==> src/hdl/scef_pkg.sv <==
package scef_pkg;

  localparam int FREQ_W  = 24;
  localparam int COH_W   = 16;
  localparam int ALPHA_W = 32;
  localparam int GAIN_W  = 40;
  localparam int DATA_W  = 64;
  localparam int ADDR_W  = 4;

  // Q.60 working values, 1.0 included
  localparam int QW   = 61;
  localparam int FRAC = 60;
  localparam logic [QW-1:0] Q60_ONE = {1'b1, {(QW-1){1'b0}}};

  // Exponent argument t, below 2^56 whenever the result is not saturated
  localparam int TW = 56;
  localparam int KW = 57;
  localparam int DMAX = 34;
  localparam int EW = KW + DMAX;
  localparam int SAT_BIT = 40;

  localparam int HORNER  = 6;
  localparam int NSQ     = 8;
  localparam int MUL_LAT = 3;
  localparam int DIV_CH  = 8;
  localparam int DIV_LAT = TW / DIV_CH;
  localparam int REM_W   = 3;
  localparam int HL      = MUL_LAT + DIV_LAT + 1;

  typedef enum logic {
    REG_DECAY = 1'b0,
    REG_GAIN  = 1'b1
  } reg_sel_t;

  // Eight bits of a long division by a small constant, most significant first.
  function automatic logic [REM_W+DIV_CH-1:0] div_chunk(
    input logic [REM_W-1:0]  rem_in,
    input logic [DIV_CH-1:0] bits,
    input logic [REM_W-1:0]  dvs
  );
    logic [REM_W:0]    r;
    logic [DIV_CH-1:0] q;
    r = {1'b0, rem_in};
    q = '0;
    for (int i = DIV_CH - 1; i >= 0; i--) begin
      r = {r[REM_W-1:0], bits[i]};
      if (r >= {1'b0, dvs}) begin
        r    = r - {1'b0, dvs};
        q[i] = 1'b1;
      end
    end
    return {r[REM_W-1:0], q};
  endfunction

endpackage

==> src/hdl/scef_front.sv <==
module scef_front #(
  parameter int CW = 24
) (
  input  logic                        clk,
  input  logic                        rst_n,
  input  logic                        push,
  output logic                        full,
  input  logic [CW-1:0]               first_x,
  input  logic [CW-1:0]               first_y,
  input  logic [CW-1:0]               first_z,
  input  logic [CW-1:0]               second_x,
  input  logic [CW-1:0]               second_y,
  input  logic [CW-1:0]               second_z,
  input  logic [scef_pkg::FREQ_W-1:0] freq,
  output logic                        q_valid,
  input  logic                        q_take,
  output logic [CW-1:0]               q_dx,
  output logic [CW-1:0]               q_dy,
  output logic [CW-1:0]               q_dz,
  output logic [scef_pkg::FREQ_W-1:0] q_freq
);

  localparam int FREQ_W = scef_pkg::FREQ_W;
  localparam int QD = 2;

  logic [CW:0]   dfx, dfy, dfz;
  logic [CW-1:0] mx, my, mz;
  logic          wr, rd;

  logic [CW-1:0]     ex_r [QD];
  logic [CW-1:0]     ey_r [QD];
  logic [CW-1:0]     ez_r [QD];
  logic [FREQ_W-1:0] ef_r [QD];
  logic              wp_r, rp_r;
  logic [1:0]        cnt_r;

  // Only the magnitude of each axis difference matters once it is squared.
  assign dfx = {first_x[CW-1], first_x} - {second_x[CW-1], second_x};
  assign dfy = {first_y[CW-1], first_y} - {second_y[CW-1], second_y};
  assign dfz = {first_z[CW-1], first_z} - {second_z[CW-1], second_z};

  always_comb begin
    mx = dfx[CW] ? CW'(-dfx) : dfx[CW-1:0];
    my = dfy[CW] ? CW'(-dfy) : dfy[CW-1:0];
    mz = dfz[CW] ? CW'(-dfz) : dfz[CW-1:0];
  end

  assign full    = (cnt_r == 2'(QD));
  assign q_valid = (cnt_r != 2'd0);
  assign wr      = push && !full;
  assign rd      = q_take && q_valid;

  always_ff @(posedge clk) begin
    if (wr) begin
      ex_r[wp_r] <= mx;
      ey_r[wp_r] <= my;
      ez_r[wp_r] <= mz;
      ef_r[wp_r] <= freq;
    end
  end

  always_ff @(posedge clk) begin
    if (!rst_n) begin
      wp_r  <= 1'b0;
      rp_r  <= 1'b0;
      cnt_r <= 2'd0;
    end else begin
      if (wr) begin
        wp_r <= !wp_r;
      end
      if (rd) begin
        rp_r <= !rp_r;
      end
      cnt_r <= cnt_r + 2'(wr) - 2'(rd);
    end
  end

  assign q_dx   = ex_r[rp_r];
  assign q_dy   = ey_r[rp_r];
  assign q_dz   = ez_r[rp_r];
  assign q_freq = ef_r[rp_r];

endmodule

==> config.mk <==
export PLATFORM = sky130hd
export DESIGN_NAME = scef_front
export DESIGN_NICKNAME = d
export VERILOG_FILES = /design/src/hdl/scef_pkg.sv /design/src/hdl/scef_front.sv
export SDC_FILE = /design/constraint.sdc
export NUM_CORES = 1
export LEC_CHECK = 0
export ABC_AREA = 1
export BUFFER_PORTS_ARGS = -buffer_cell sky130_fd_sc_hd__buf_4
export CAP_MARGIN = 15
export CELL_PAD_IN_SITES_DETAIL_PLACEMENT = 1
export CELL_PAD_IN_SITES_GLOBAL_PLACEMENT = 1
export CORE_ASPECT_RATIO = 1.2
export CORE_UTILIZATION = 25
export CTS_CLUSTER_DIAMETER = 30
export DETAILED_ROUTE_END_ITERATION = 8
export PLACE_DENSITY_LB_ADDON = 0.1
export SETUP_SLACK_MARGIN = 0.1
export SYNTH_ARGS = -nofsm -noshare
export SYNTH_HDL_FRONTEND = slang
export SYNTH_SLANG_ARGS = --single-unit
==> constraint.sdc <==
create_clock -name clk -period 15.4 [get_ports clk]
set_input_delay 2.31 -clock clk [delete_from_list [all_inputs] [get_ports clk]]
set_output_delay 2.31 -clock clk [all_outputs]
set_load 0.05 [all_outputs]
# Word level (Yosys, flattened, before mapping)
# Memory sizes are Yosys's and may differ from the RTL's. A register that Yosys moved wholly into a read port is not among the register bits.
# Cells that the tools add are included.
# W data, S select, Z words.
# word_totals
register_bits	4
mem_bits_rw	192
inputBits	172
output_inout_bits	98
elab_cells	35
memories	4
# classes
add_sub_neg	8
eq_ne	1
muxes	13
n_reduce_logical	6
# memory_table
memory	words	word_bits	rd	rd_ports_with_merged_regs	wr	line_no	text
ef_r	2	24	1	1	1	scef_front.sv:33	logic [FREQ_W-1:0] ef_r [QD];
ex_r	2	24	1	1	1	scef_front.sv:30	logic [CW-1:0] ex_r [QD];
ey_r	2	24	1	1	1	scef_front.sv:31	logic [CW-1:0] ey_r [QD];
ez_r	2	24	1	1	1	scef_front.sv:32	logic [CW-1:0] ez_r [QD];
# ops
op	n
$sub A24 B24 Y25	3
$mux W24	3
$neg A24 Y24	3
$mux W1	10
$logic_not A1 Y1	3
$add A2 B1 Y2	1
$eq A2 B2 Y1 const B	1
$logic_and A1 B1 Y1	2
$reduce_bool A2 Y1	1
$sub A2 B1 Y2	1

# Logic depth before layout (Yosys ltp)
# Gate-level depths: netlist (run 1).
# depth
depth_word	5
ltp_mapped	20
ltp_nobuf	20

# Least setup slack after synthesis (run 1)
# No wires, ideal clock.
# synth_path
kind	input port to flip-flop
from	in push
to	mem ef_r[1][0], enable pin
setup_ns	0.553
t_arrival_ns	6.470
required_ns	14.847
path_slack_ns	8.377
cell_stages	2
path_buffers	0
path_cell_list	o21ai_0 > nor2_1
# synth_between
elab_chain_len	3
# synth_lines
item	line_no	text
from (decl)	scef_front.sv:6	input logic push,
$logic_and A1 B1 Y1	scef_front.sv:50	assign wr = push && !full;
$mux W1	scef_front.sv:54	if (wr) begin
$mux W1 (implied by the code)	scef_front.sv:58	ef_r[wp_r] <= freq;
to (decl)	scef_front.sv:33	
# No other way between the ends.

==> run summary, run 1 <==
The endpoint of the worst-slack reg-to-reg timing path is ef_r[0][14]. Setup repair after global routing left no endpoint under its margin. After detailed placement, the total cell area comes to 17900 sq um. The largest total area in the synthesized netlist belongs to sky130_fd_sc_hd__edfxtp_1. The critical path class is reg -> out.

The terminating pin of the worst hold path is rp_r. For this design the ratio of total power to cell area is 129 nW/um^2. The sum of negative setup slack came out at 0 ps. The CTS tree is built. For the worst flop-to-flop path, the logic depth is 5. For the pin with the worst max-slew slack, the measured transition is 967 ps. The total of hold buffers inserted after clock tree synthesis came out at 0.

After clock tree synthesis, the clock-pin slew on the worst setup and hold paths is 80 ps. The library cell used most frequently in the layout, excluding fill and tap cells, is sky130_fd_sc_hd__nand2_1. The count of final setup violators came out at 0. The top-level port count is 270.

The count of H-tree levels built during CTS is 4. After detailed routing, the total wire length is 46.4 mm. Of all nets on the critical path, the largest fanout is 51. The flow ran to the end, and the final reports show no timing, DRC or antenna violations.

The leakage power summed over all cells came out at 9.03 nW. The fraction of final layout cells with drive strength greater than 1 is 21.2%. The vias after detailed routing is 13153. The largest clock skew in the final design came out at 8.99 ps. Across all hold checks on the routed design, the worst slack comes to 456 ps. The count of nets left with antenna violations once routing finished came out at 0. The wire length of the first global-routing pass came out at 74.4 mm. CTS saw 197 sinks.

The number of global-route vias before repair is 14056. The largest family of logic cells by synthesized area is simple AND/OR/NAND/NOR gates. The part of the cycle the worst path needs came out at 32.4%.

The effective utilization at floorplan came out at 25.4%. The headroom to the max-slew limit is 35.5%. The fmax came out at 201 MHz. The residual DRC count is 0.

The antenna cell count came out at 0. The max-slew violation total from the final report is 0. The root cell of the clock tree is sky130_fd_sc_hd__clkbuf_16. The worst hold path cell count came out at 1. For this run, the register share of the synthesized area comes to 39.3%. At the worst endpoint, the arrival time is 2680 ps. The count of distinct cell types in the synthesized netlist came out at 39. The number of buffers created by CTS is 17. The initial antenna violation count came to 0. The mux cell area share after synthesis is 7.24%. The area growth from synthesis to layout is 23.6%.

The filler cell count came out at 7236. The cell area that synthesis handed to floorplanning was 14900 sq um. The total of cells resized after clock tree synthesis came out at 0. The global routing usage summed across all routing layers came out at 15.6%. After floorplanning, the core was sized to cover 58700 sq um. The count of nets after finishing is 2469. In the final layout, flip-flops and latches occupy 5870 sq um. Counting every instance in the synthesized netlist gives 1943. Summed over its instances, the top area cell type makes up 38.6% of the synthesized netlist area. A synthesized cell averages 7.69 sq um.

At the later pin of the worst-skew pair, clock insertion delay measures 450 ps. The final total power is 2.38 mW. The combined area of the multi-input logic cells came out at 7600 sq um.

The number of cell rows came out at 97. The x dimension of the die is 225 microns. In the layout the commonest cells are sky130_fd_sc_hd__nand2_1, sky130_fd_sc_hd__inv_1, sky130_fd_sc_hd__buf_4.

The kind of end point of the critical path is an output port. The share of the synthesized area in compound gates (AO/OA/AOI/OAI) is 3.27%. Sorting the synthesized cells by area gives the leading types as sky130_fd_sc_hd__edfxtp_1, sky130_fd_sc_hd__nand2_1, sky130_fd_sc_hd__inv_1, sky130_fd_sc_hd__mux2_2, sky130_fd_sc_hd__ha_1. The number of nets in the synthesized netlist came out at 2195. The number of endpoints with negative hold slack in the final report came to 0. The initial detailed-routing violation count came out at 458. The xor and xnor area share after synthesis is 3.41%. The count of state elements after synthesis came out at 197. For the worst setup path, the data required time is 13090 ps. The buffer count from post-CTS setup fixing is 0. During placement, the flow inserted port buffers numbering 269. The die outline height came out at 270 microns. The area share of fa/ha/maj cells after synthesis is 6.85%.

The max-cap violation count came out at 0. The simple-gate share of the synthesized area came out at 30.0%. The core occupancy in the finished layout came out at 31.4%. The residual overflow from global routing is 0. The worst setup path is launched from a register. The hold path startpoint is rp_r. Counting along the longest clock path gives a buffer depth of 2. The floorplan step defined a die boundary enclosing 60700 sq um. The slack of the worst reg-to-reg path came out at 12870 ps. The HPWL reported at the end of detailed placement is 38.1 mm. The routed length per placed instance came out at 15.4 microns. The congestion estimate from routability-driven global placement came to 0.818. The min-delay analysis places its worst path in the category reg -> reg. The mean number of vias per cell came out at 4.35. The Yosys step of the flow raised 0 warnings. Entering global routing, the biggest net connects 62 pins. The number of detailed-route iterations in the first pass is 5.

The maximum vdd drop is 0.0630 mV. The routed design could run at a clock period as short as 4990 ps. After routing the design area is 18500 sq um. The startpoint identified for the worst register-to-register timing path is cnt_r[1].
## power breakdown
group          leakage [nW]  switching (mW)  internal (mW)
combinational          6.93           0.799          0.372
clock                 0.268           0.225          0.215
sequential             1.84          0.0353          0.736
## registers in the layout, summed over array words and instances (netlist names), named ones only
signal,flops
ef_r,48
ex_r,48
ey_r,48
ez_r,48
cnt_r,2
rp_r,1
wp_r,1
## synth_stat cells
cell type	instances
sky130_fd_sc_hd__nand2_2	31
sky130_fd_sc_hd__xor2_1	35
sky130_fd_sc_hd__mux2_2	96
sky130_fd_sc_hd__xor2_4	2
sky130_fd_sc_hd__a21oi_4	1
sky130_fd_sc_hd__nand3b_1	14
sky130_fd_sc_hd__inv_1	360
sky130_fd_sc_hd__inv_2	5
sky130_fd_sc_hd__nor3_1	13
sky130_fd_sc_hd__nand2_4	6
sky130_fd_sc_hd__xnor2_1	15
sky130_fd_sc_hd__nor4_1	2
sky130_fd_sc_hd__buf_4	4
sky130_fd_sc_hd__buf_1	4
sky130_fd_sc_hd__nor3_2	3
sky130_fd_sc_hd__o21ai_2	2
sky130_fd_sc_hd__a21oi_1	58
sky130_fd_sc_hd__nand3_1	154
sky130_fd_sc_hd__ha_1	77
sky130_fd_sc_hd__o21ai_0	16
sky130_fd_sc_hd__nand4_1	31
sky130_fd_sc_hd__o31ai_1	1
sky130_fd_sc_hd__xor2_2	1
sky130_fd_sc_hd__fa_1	3
sky130_fd_sc_hd__buf_6	3
sky130_fd_sc_hd__nand3_2	7
sky130_fd_sc_hd__o21bai_1	5
sky130_fd_sc_hd__nor2_1	146
sky130_fd_sc_hd__buf_8	1
sky130_fd_sc_hd__or2_2	1
sky130_fd_sc_hd__a21boi_0	1
sky130_fd_sc_hd__nor2_4	1
sky130_fd_sc_hd__nor2_2	8
sky130_fd_sc_hd__a21oi_2	2
sky130_fd_sc_hd__dfxtp_1	5
sky130_fd_sc_hd__nand2_1	628
sky130_fd_sc_hd__edfxtp_1	192
sky130_fd_sc_hd__clkbuf_1	7
sky130_fd_sc_hd__a21o_1	2
## cells by family after synthesis
family	count (synthesis)
xor+xnor	53
mux	96
buf+inv	384
compound gates	88
flops	197
fa+ha+maj	80
simple gates	1045
## worst max-delay path by stage
stage	startpoint	end	slack (ps)
after floorplan	push	ef_r[1][0]	8380
after global placement	first_z[0]	ez_r[0][16]	10190
after detailed placement	first_z[0]	ez_r[1][16]	10150
after CTS	register	q_dx[15]	10270
after global routing	register	q_dx[15]	10230
final	register	q_dx[5]	10410
## critical path: stages (launching register included)
cell and delay (ps):
sky130_fd_sc_hd__dfxtp_4 820, sky130_fd_sc_hd__buf_4 710, sky130_fd_sc_hd__mux2_2 430, sky130_fd_sc_hd__buf_4 190
## area by class of cell
class,instances,share of cell area [%]
multi-input cells,1362,41.2
flip-flops and latches,197,31.8
repair buffers,274,11.2
inverters,365,7.42
well taps,792,5.37
clock buffers,18,2.32
clock inverters,14,0.752
## per-layer routing
metal | GRT usage (%) | wire length [microns] | vias up
li1 | - | - | 6744
met1 | 18.5 | 20200 | 6220
met2 | 29.5 | 24500 | 158
met3 | 1.65 | 1010 | 31
met4 | 3.87 | 702 | 0
met5 | 0 | 0 | -
## per-stage QoR
step	setup WS (ps)	std cells
2_1_floorplan	8380	1943
3_3_place_gp	10190	2989
3_5_place_dp	10150	2989
4_1_cts	10270	3021
5_1_grt	10230	3022
6_report	10410	3022
Note: power is estimated with default switching activity, not from simulation.
==> inputs of run 2 (changes only) <==
--- a/config.mk
+++ b/config.mk
@@ -5,7 +5,7 @@
 export SDC_FILE = /design/constraint.sdc
 export NUM_CORES = 1
 export LEC_CHECK = 0
-export ABC_AREA = 1
+export ABC_AREA = 0
 export BUFFER_PORTS_ARGS = -buffer_cell sky130_fd_sc_hd__buf_4
 export CAP_MARGIN = 15
 export CELL_PAD_IN_SITES_DETAIL_PLACEMENT = 1
==> constraint.sdc (replaced) <==
create_clock -name clk -period 4.35 [get_ports clk]
set_input_delay 0.6525 -clock clk [delete_from_list [all_inputs] [get_ports clk]]
set_output_delay 0.6525 -clock clk [all_outputs]
set_load 0.05 [all_outputs]
==> run summary, run 2 <==
The clock transition at the registers of the reported paths is 80 ps (about the same). The fraction of final layout cells with drive strength greater than 1 came out at 29.9% (+8.7 points). The total of buffers placed on input and output ports was 269 (unchanged). The cell count after synthesis was 1261 (-35%). The die outline height came to 255 microns (-5.4%). The switching power total is 3.73 mW (+250%). The count of H-tree levels built during CTS is 4 (unchanged).

The count of distinct cell types in the synthesized netlist came out at 85 (+120%). The dominant cell by count in the synthesized netlist is sky130_fd_sc_hd__edfxtp_1. The residual DRC count came out at 0 (unchanged). The power density over cell area is 507 nW/um^2 (+290%).

The wire length of the first global-routing pass came out at 60.3 mm (-19%). The weighted congestion reported at the end of routability-driven placement is 0.790 (-3.5%). The biggest area contributor in the post-synthesis netlist is sky130_fd_sc_hd__edfxtp_1.

After synthesis, the cell types taking the most area are sky130_fd_sc_hd__edfxtp_1, sky130_fd_sc_hd__mux2_2, sky130_fd_sc_hd__ha_1, sky130_fd_sc_hd__xnor2_1, sky130_fd_sc_hd__inv_1. Among all flip-flop cells after synthesis, the most frequent one is sky130_fd_sc_hd__edfxtp_1. The critical path class is in -> reg. Setup repair after global routing left no endpoint under its margin. The residual overflow from global routing is 0 (unchanged).

The wire length on met1 is 16.8 mm (-17%). The filler cell count is 5996 (-17%). The sum of negative setup slack came to 0 ps (unchanged).

The top metal layer carrying routed signals is met5. The number of enable-type register cells in the synthesized netlist came out at 192 (unchanged). The CTS tree is built. The count of nets after finishing is 1799 (-27%).

The worst hold path cell count is 1 (unchanged). In this run the clock root is driven by a sky130_fd_sc_hd__clkbuf_16. The x dimension of the die came out at 213 microns (-5.4%). The max-slew violation total from the final report is 0 (unchanged). The fraction of power consumed by combinational cells was 50.9% (+1.7 points). The relative contribution of the clock network to total power is 18.1% (-0.3 points). The met3 layer wire length in the routed design is 1.57 mm (+56%). The number of nets with antenna violations after routing is 0 (unchanged).

The top-level port count came out at 270 (unchanged). The clock latency reported for the late side of the worst-skew pair is 470 ps (+20 ps). The HPWL reported at the end of detailed placement is 30.3 mm (-20%). The placeable core area came out at 52600 sq um (-10%). The number of global-route vias before repair came out at 11125 (-21%). The run finished with clean final reports.

The effective utilization at floorplan is 25.4% (-0.049 points). The share of Yosys cell area claimed by the top area cell type is 43.2% (+4.6 points). The antenna cell count came out at 0 (unchanged). The final routed wirelength across all metal layers is 38.6 mm (-17%). The max-cap violation count is 0 (unchanged).

The wire length on met2 is 19.8 mm (-19%). The initial antenna violation count is 1 (+1). The endpoint of the worst-slack reg-to-reg timing path is ez_r[0][22].

The library cells used most frequently in the layout, excluding fill and tap cells, are sky130_fd_sc_hd__buf_4, sky130_fd_sc_hd__edfxtp_1, sky130_fd_sc_hd__inv_1. STA classifies the critical path startpoint as a primary input. The pin slew with the least headroom to its limit came out at 818 ps (-149 ps). The worst hold path terminates at ef_r[1][6]. The register area is 5870 sq um (unchanged). The worst reg2reg path depth came out at 5 (unchanged). The mapped cell area is 13400 sq um (-11%).

The core occupancy in the finished layout is 32.3% (+0.89 points). The largest clock skew in the final design is 14.0 ps (+5.02 ps). The path class of the tightest hold or removal check is in -> reg. The startpoint identified for the worst hold timing path is freq[6].

The count of final setup violators is 0 (unchanged). The total of cells resized after clock tree synthesis is 0 (unchanged). The sequential-to-total area share from yosys stat came out at 43.9% (+4.7 points). The routed length per placed instance came out at 17.1 microns (+11%).

The maximum net fanout on the critical path was 4 (-92%). The cell-internal power came out at 4.89 mW (+270%). The area of the die is 54300 sq um (-11%).

The part of the cycle the worst path needs came out at 85.9%. The largest net degree at the start of global routing came out at 97 (+56%). The initial detailed-routing violation count came out at 348 (-24%).

The kind of end point of the critical path is a register. The number of buffers on the longest clock path came to 2 (unchanged). The number of nets in the synthesized netlist came out at 1513 (-31%). The layout-stage area growth over the synthesis result came out at 27.3%. The library cell used most frequently in the layout, excluding fill and tap cells, is sky130_fd_sc_hd__buf_4. The combined area of the multi-input logic cells came to 6960 sq um (-8.4%). The count of yosys warnings during synthesis came out at 0 (unchanged). The buffer count from post-CTS setup fixing is 0 (unchanged). The count of state elements after synthesis came to 197 (unchanged).

The total of hold buffers inserted after clock tree synthesis came to 0 (unchanged). The leakage power summed over all cells is 6.85 nW (-24%). The mean area per synthesized cell came out at 10.6 sq um (+38%). The clock period could shrink to 3740 ps. The number of buffers created by CTS came out at 17 (unchanged).

The vias after detailed routing came out at 10621 (-19%). The arrival time reported for the critical path endpoint is 3930 ps (+1250 ps). The switching part of the total is 43.3% (-1.2 points). The slack of the worst reg-to-reg path came to 2330 ps (-10540 ps). The fmax is 267 MHz. The mean number of vias per cell is 4.69 (+7.7%). The maximum vdd drop came out at 0.326 mV (+420%). Ranked by instance count, the synthesized netlist is headed by sky130_fd_sc_hd__edfxtp_1, sky130_fd_sc_hd__inv_1, sky130_fd_sc_hd__mux2_2.

The sequential share of power came to 31.0% (-1.4 points). The number of detailed-route iterations in the first pass is 4 (-1). The worst path required time came to 4540 ps (-8550 ps). The fraction of synthesis flops using an asynchronous set or reset pin is 0% (unchanged).

The number of cell rows came out at 92 (-5.2%). The global routing usage summed across all routing layers is 14.4% (-1.2 points). The headroom to the max-slew limit came to 45.3% (+9.8 points). The TritonCTS sink count is 197 (unchanged). The number of endpoints with negative hold slack in the final report is 0 (unchanged). The startpoint of the worst-slack reg-to-reg timing path is cnt_r[0].
[run 2: cells by family after synthesis]
family / share of synthesized area [%]
mux: 8.65
compound gates: 14.9
flops: 43.9
fa+ha+maj: 7.66
simple gates: 13.3
buf+inv: 4.02
xor+xnor: 7.60
[run 2: stage by stage]
stage | setup slack [ps] | total power [mW] | cell area [sq um] | hold WS, ps | cells
after detailed placement | 116 | 7.20 | 16400 | 530 | 2233
after global placement | 183 | 7.17 | 16400 | 520 | 2233
after global routing | 277 | 9.12 | 17000 | 317 | 2265
after floorplan | 529 | 5.77 | 13400 | 504 | 1261
final | 611 | 8.62 | 17000 | 366 | 2265
after CTS | 624 | 8.81 | 17000 | 316 | 2265
[run 2: worst max-delay path by stage]
stage,start,end,depth (start not counted)
floorplan,first_z[0],ez_r[0][19],13
global placement,first_x[0],ex_r[0][23],14
detailed placement,first_x[0],ex_r[0][23],14
CTS,first_x[0],ex_r[0][23],14
global route,first_x[0],ex_r[1][23],14
finish,first_x[0],ex_r[1][23],14
[run 2: area by class of cell]
type	instances	area share [%]
clock buffers	19	2.60
clock inverters	13	0.765
inverters	102	2.25
multi-input cells	923	41.0
flip-flops and latches	197	34.5
well taps	705	5.19
repair buffers	306	13.7
[run 2: metal layers]
| layer | GRT usage (%) | vias to the layer above |
|---|---|---|
| met3 | 3.52 | 33 |
| met4 | 3.62 | 2 |
| met5 | 0 | - |
| met2 | 26.0 | 175 |
| li1 | - | 5262 |
| met1 | 16.9 | 5149 |
[run 2: power by group through the flow]
stage                     logic [mW]  clock network, mW  registers, mW
after detailed placement        4.48                  0           2.72
final                           4.39               1.56           2.67
after CTS                       4.50               1.64           2.68
after global placement          4.46                  0           2.70
after floorplan                 3.06                  0           2.71
after global routing            4.71               1.70           2.71
[run 2: critical path, stage by stage]
cell                       delay [ps]
sky130_fd_sc_hd__buf_4            110
sky130_fd_sc_hd__inv_1             40
sky130_fd_sc_hd__ha_1             170
sky130_fd_sc_hd__inv_1             60
sky130_fd_sc_hd__fa_1             400
sky130_fd_sc_hd__a21oi_1          300
sky130_fd_sc_hd__o21ai_1          200
sky130_fd_sc_hd__a211oi_1         410
sky130_fd_sc_hd__o21ai_0          180
sky130_fd_sc_hd__xor2_1           220
sky130_fd_sc_hd__nor4_1           640
sky130_fd_sc_hd__a211oi_1         180
sky130_fd_sc_hd__a221oi_1         230
sky130_fd_sc_hd__nand3_1          130
==> inputs of run 3 (changes only) <==
--- a/config.mk
+++ b/config.mk
@@ -10,7 +10,6 @@
 export CAP_MARGIN = 15
 export CELL_PAD_IN_SITES_DETAIL_PLACEMENT = 1
 export CELL_PAD_IN_SITES_GLOBAL_PLACEMENT = 1
-export CORE_ASPECT_RATIO = 1.2
 export CORE_UTILIZATION = 25
 export CTS_CLUSTER_DIAMETER = 30
 export DETAILED_ROUTE_END_ITERATION = 8
==> run summary, run 3 (synthesis gave the netlist of run 2 again) <==
The initial detailed-routing violation count is 336 (-3.4%). The sum of negative setup slack is 0 ps (unchanged). The final total power is 8.59 mW (-0.38%). The number of detailed-route iterations in the first pass came to 5 (+1).

The global routing usage summed across all routing layers was 14.0% (-0.41 points). The maximum vdd drop is 0.209 mV (-36%). The HPWL reported at the end of detailed placement is 30.3 mm (about the same). The total of buffers placed on input and output ports is 269 (unchanged). The placeable core area came out at 52700 sq um (about the same). The buffer count from post-CTS setup fixing came out at 0 (unchanged). The fraction of final layout cells with drive strength greater than 1 came out at 29.9% (-0.038 points). The final standard cell count with taps included and fillers excluded came out at 2250 (-0.66%).

The worst path required time was 4620 ps (+80 ps). The cell area after layout came out at 17000 sq um (-0.18%). The kind of end point of the critical path is a register. The vias after detailed routing came to 10689 (+0.64%). The number of nets with antenna violations after routing is 0 (unchanged). The filler cell count was 5917 (-1.3%).

The x dimension of the die is 233 microns (+9.5%). The final routed wirelength across all metal layers came out at 38.4 mm (-0.62%). The total of hold buffers inserted after clock tree synthesis is 0 (unchanged). The area of the die came out at 54300 sq um (about the same). The effective utilization at floorplan came out at 25.4% (about the same).

The number of global-route vias before repair was 10874 (-2.3%). The total of cells resized after clock tree synthesis came out at 0 (unchanged). The weighted congestion reported at the end of routability-driven placement came out at 0.786 (-0.43%). Setup repair after global routing left no endpoint under its margin.

The arrival time reported for the critical path endpoint is 4070 ps (+140 ps). The fmax came to 264 MHz (-1.5%). The headroom to the max-slew limit came out at 44.4% (-0.95 points).

The residual overflow from global routing came to 0 (unchanged). The count of H-tree levels built during CTS came out at 4 (unchanged). The pin slew with the least headroom to its limit is 835 ps (+16.2 ps). TritonCTS built the clock tree. The number of buffers created by CTS came out at 17 (unchanged). The startpoint identified for the worst register-to-register timing path is cnt_r[0].

Leaving out fill and tap cells, the most frequent cell in the layout is sky130_fd_sc_hd__buf_4. The class of the tightest hold or removal check is in -> reg. The largest clock skew in the final design was 11.7 ps (-2.26 ps). The mean number of vias per cell is 4.75 (+1.3%). The wire length of the first global-routing pass is 59.0 mm (-2.1%). The residual DRC count is 0 (unchanged). The TritonCTS sink count came out at 197 (unchanged).

The shortest period the worst path allows was 3790 ps (+55.8 ps). The count of final setup violators came out at 0 (unchanged). The antenna cell count came out at 0 (unchanged). The startpoint identified for the worst hold timing path is freq[12]. The number of cell rows came to 84 (-8.7%). The clock transition at the registers of the reported paths came out at 70 ps (about the same). The top cell types in the final layout, fill and taps aside, are sky130_fd_sc_hd__buf_4, sky130_fd_sc_hd__edfxtp_1, sky130_fd_sc_hd__inv_1. The max-slew violation total from the final report came out at 0 (unchanged). The number of buffers on the longest clock path came out at 2 (unchanged). The clock latency reported for the late side of the worst-skew pair is 450 ps (-20 ps).

The largest net degree at the start of global routing came out at 56 (-42%). The top-level port count came out at 270 (unchanged). The part of the cycle the worst path needs is 87.2% (+1.3 points). The count of nets after finishing came out at 1802 (+0.17%). The routed length per placed instance came out at 17.1 microns (about the same). The run finished with clean final reports. The register area came out at 5870 sq um (unchanged). The area growth from synthesis to layout is 27.1%.

STA classifies the critical path startpoint as a primary input. The critical path in this run is classified as in -> reg. The number of endpoints with negative hold slack in the final report is 0 (unchanged).

The root cell of the clock tree is sky130_fd_sc_hd__clkbuf_16. The maximum net fanout on the critical path is 22 (+18). The leakage power summed over all cells is 6.85 nW (about the same). The power density over cell area came to 506 nW/um^2 (-0.20%). The die outline height is 233 microns (-8.6%). The cell count after placement is 2219 (-0.63%).

The initial antenna violation count came to 0 (-1). The placed standard-cell area was 16400 sq um (about the same). The max-cap violation count is 0 (unchanged). In this run the worst setup path begins at first_x[0]. The combined area of the multi-input logic cells is 6960 sq um (unchanged).
run 3: cell count changes in the layout (fill, tap and decap cells not counted), sizes merged:
cell / previous run / this run
clkinv: 2 / 5
inv: 112 / 108
buf: 306 / 309
bufinv: 0 / 1
clkbuf: 19 / 18
run 3: cell type report:
| type | instances | share of cell area [%] |
|---|---|---|
| Timing Repair Buffer | 309 | 13.8 |
| Clock inverter | 13 | 0.730 |
| Tap cell | 688 | 5.07 |
| Multi-Input combinational cell | 923 | 41.0 |
| Clock buffer | 18 | 2.53 |
| Sequential cell | 197 | 34.6 |
| Inverter | 102 | 2.26 |
run 3: stage by stage:
step | util (%) | hold slack, ps | worst slack (ps)
2_1_floorplan | - | 504 | 529
3_3_place_gp | 31.2 | 523 | 128
3_5_place_dp | 31.2 | 530 | 53.3
4_1_cts | 32.2 | 342 | 534
5_1_grt | 32.2 | 343 | 237
6_report | 32.2 | 386 | 555
run 3: layer usage:
| metal | up-vias | GRT usage [%] | routed length (microns) |
|---|---|---|---|
| li1 | 5263 | - | - |
| met1 | 5204 | 17.7 | 17500 |
| met2 | 191 | 24.1 | 18700 |
| met3 | 31 | 2.70 | 1560 |
| met4 | 0 | 3.74 | 588 |
| met5 | - | 0 | 0 |
run 3: worst max-delay path: stages:
cell                       delay [ps]
sky130_fd_sc_hd__buf_4            110
sky130_fd_sc_hd__inv_1             40
sky130_fd_sc_hd__ha_1             160
sky130_fd_sc_hd__inv_1             60
sky130_fd_sc_hd__fa_1             400
sky130_fd_sc_hd__a21oi_1          300
sky130_fd_sc_hd__o21ai_1          200
sky130_fd_sc_hd__a211oi_1         380
sky130_fd_sc_hd__a211oi_1         190
sky130_fd_sc_hd__nor4_1           320
sky130_fd_sc_hd__o31a_1           230
sky130_fd_sc_hd__mux2_2           530
sky130_fd_sc_hd__a31oi_1          240
sky130_fd_sc_hd__xor2_1           230
run 3: final timing paths:
check                           cells after the start           to  slack, ps
worst min register to register                      2     register        540
worst min-delay path                                1  ef_r[1][12]        390
worst max register to register                      4  ef_r[1][23]       2410
worst max-delay path                               14  ex_r[0][19]        560
run 3: power by group:
group	leakage, nW	switching (mW)	total [mW]	internal [mW]
Clock	0.272	0.716	1.51	0.797
Combinational	4.75	2.83	4.34	1.51
Sequential	1.83	0.130	2.73	2.60
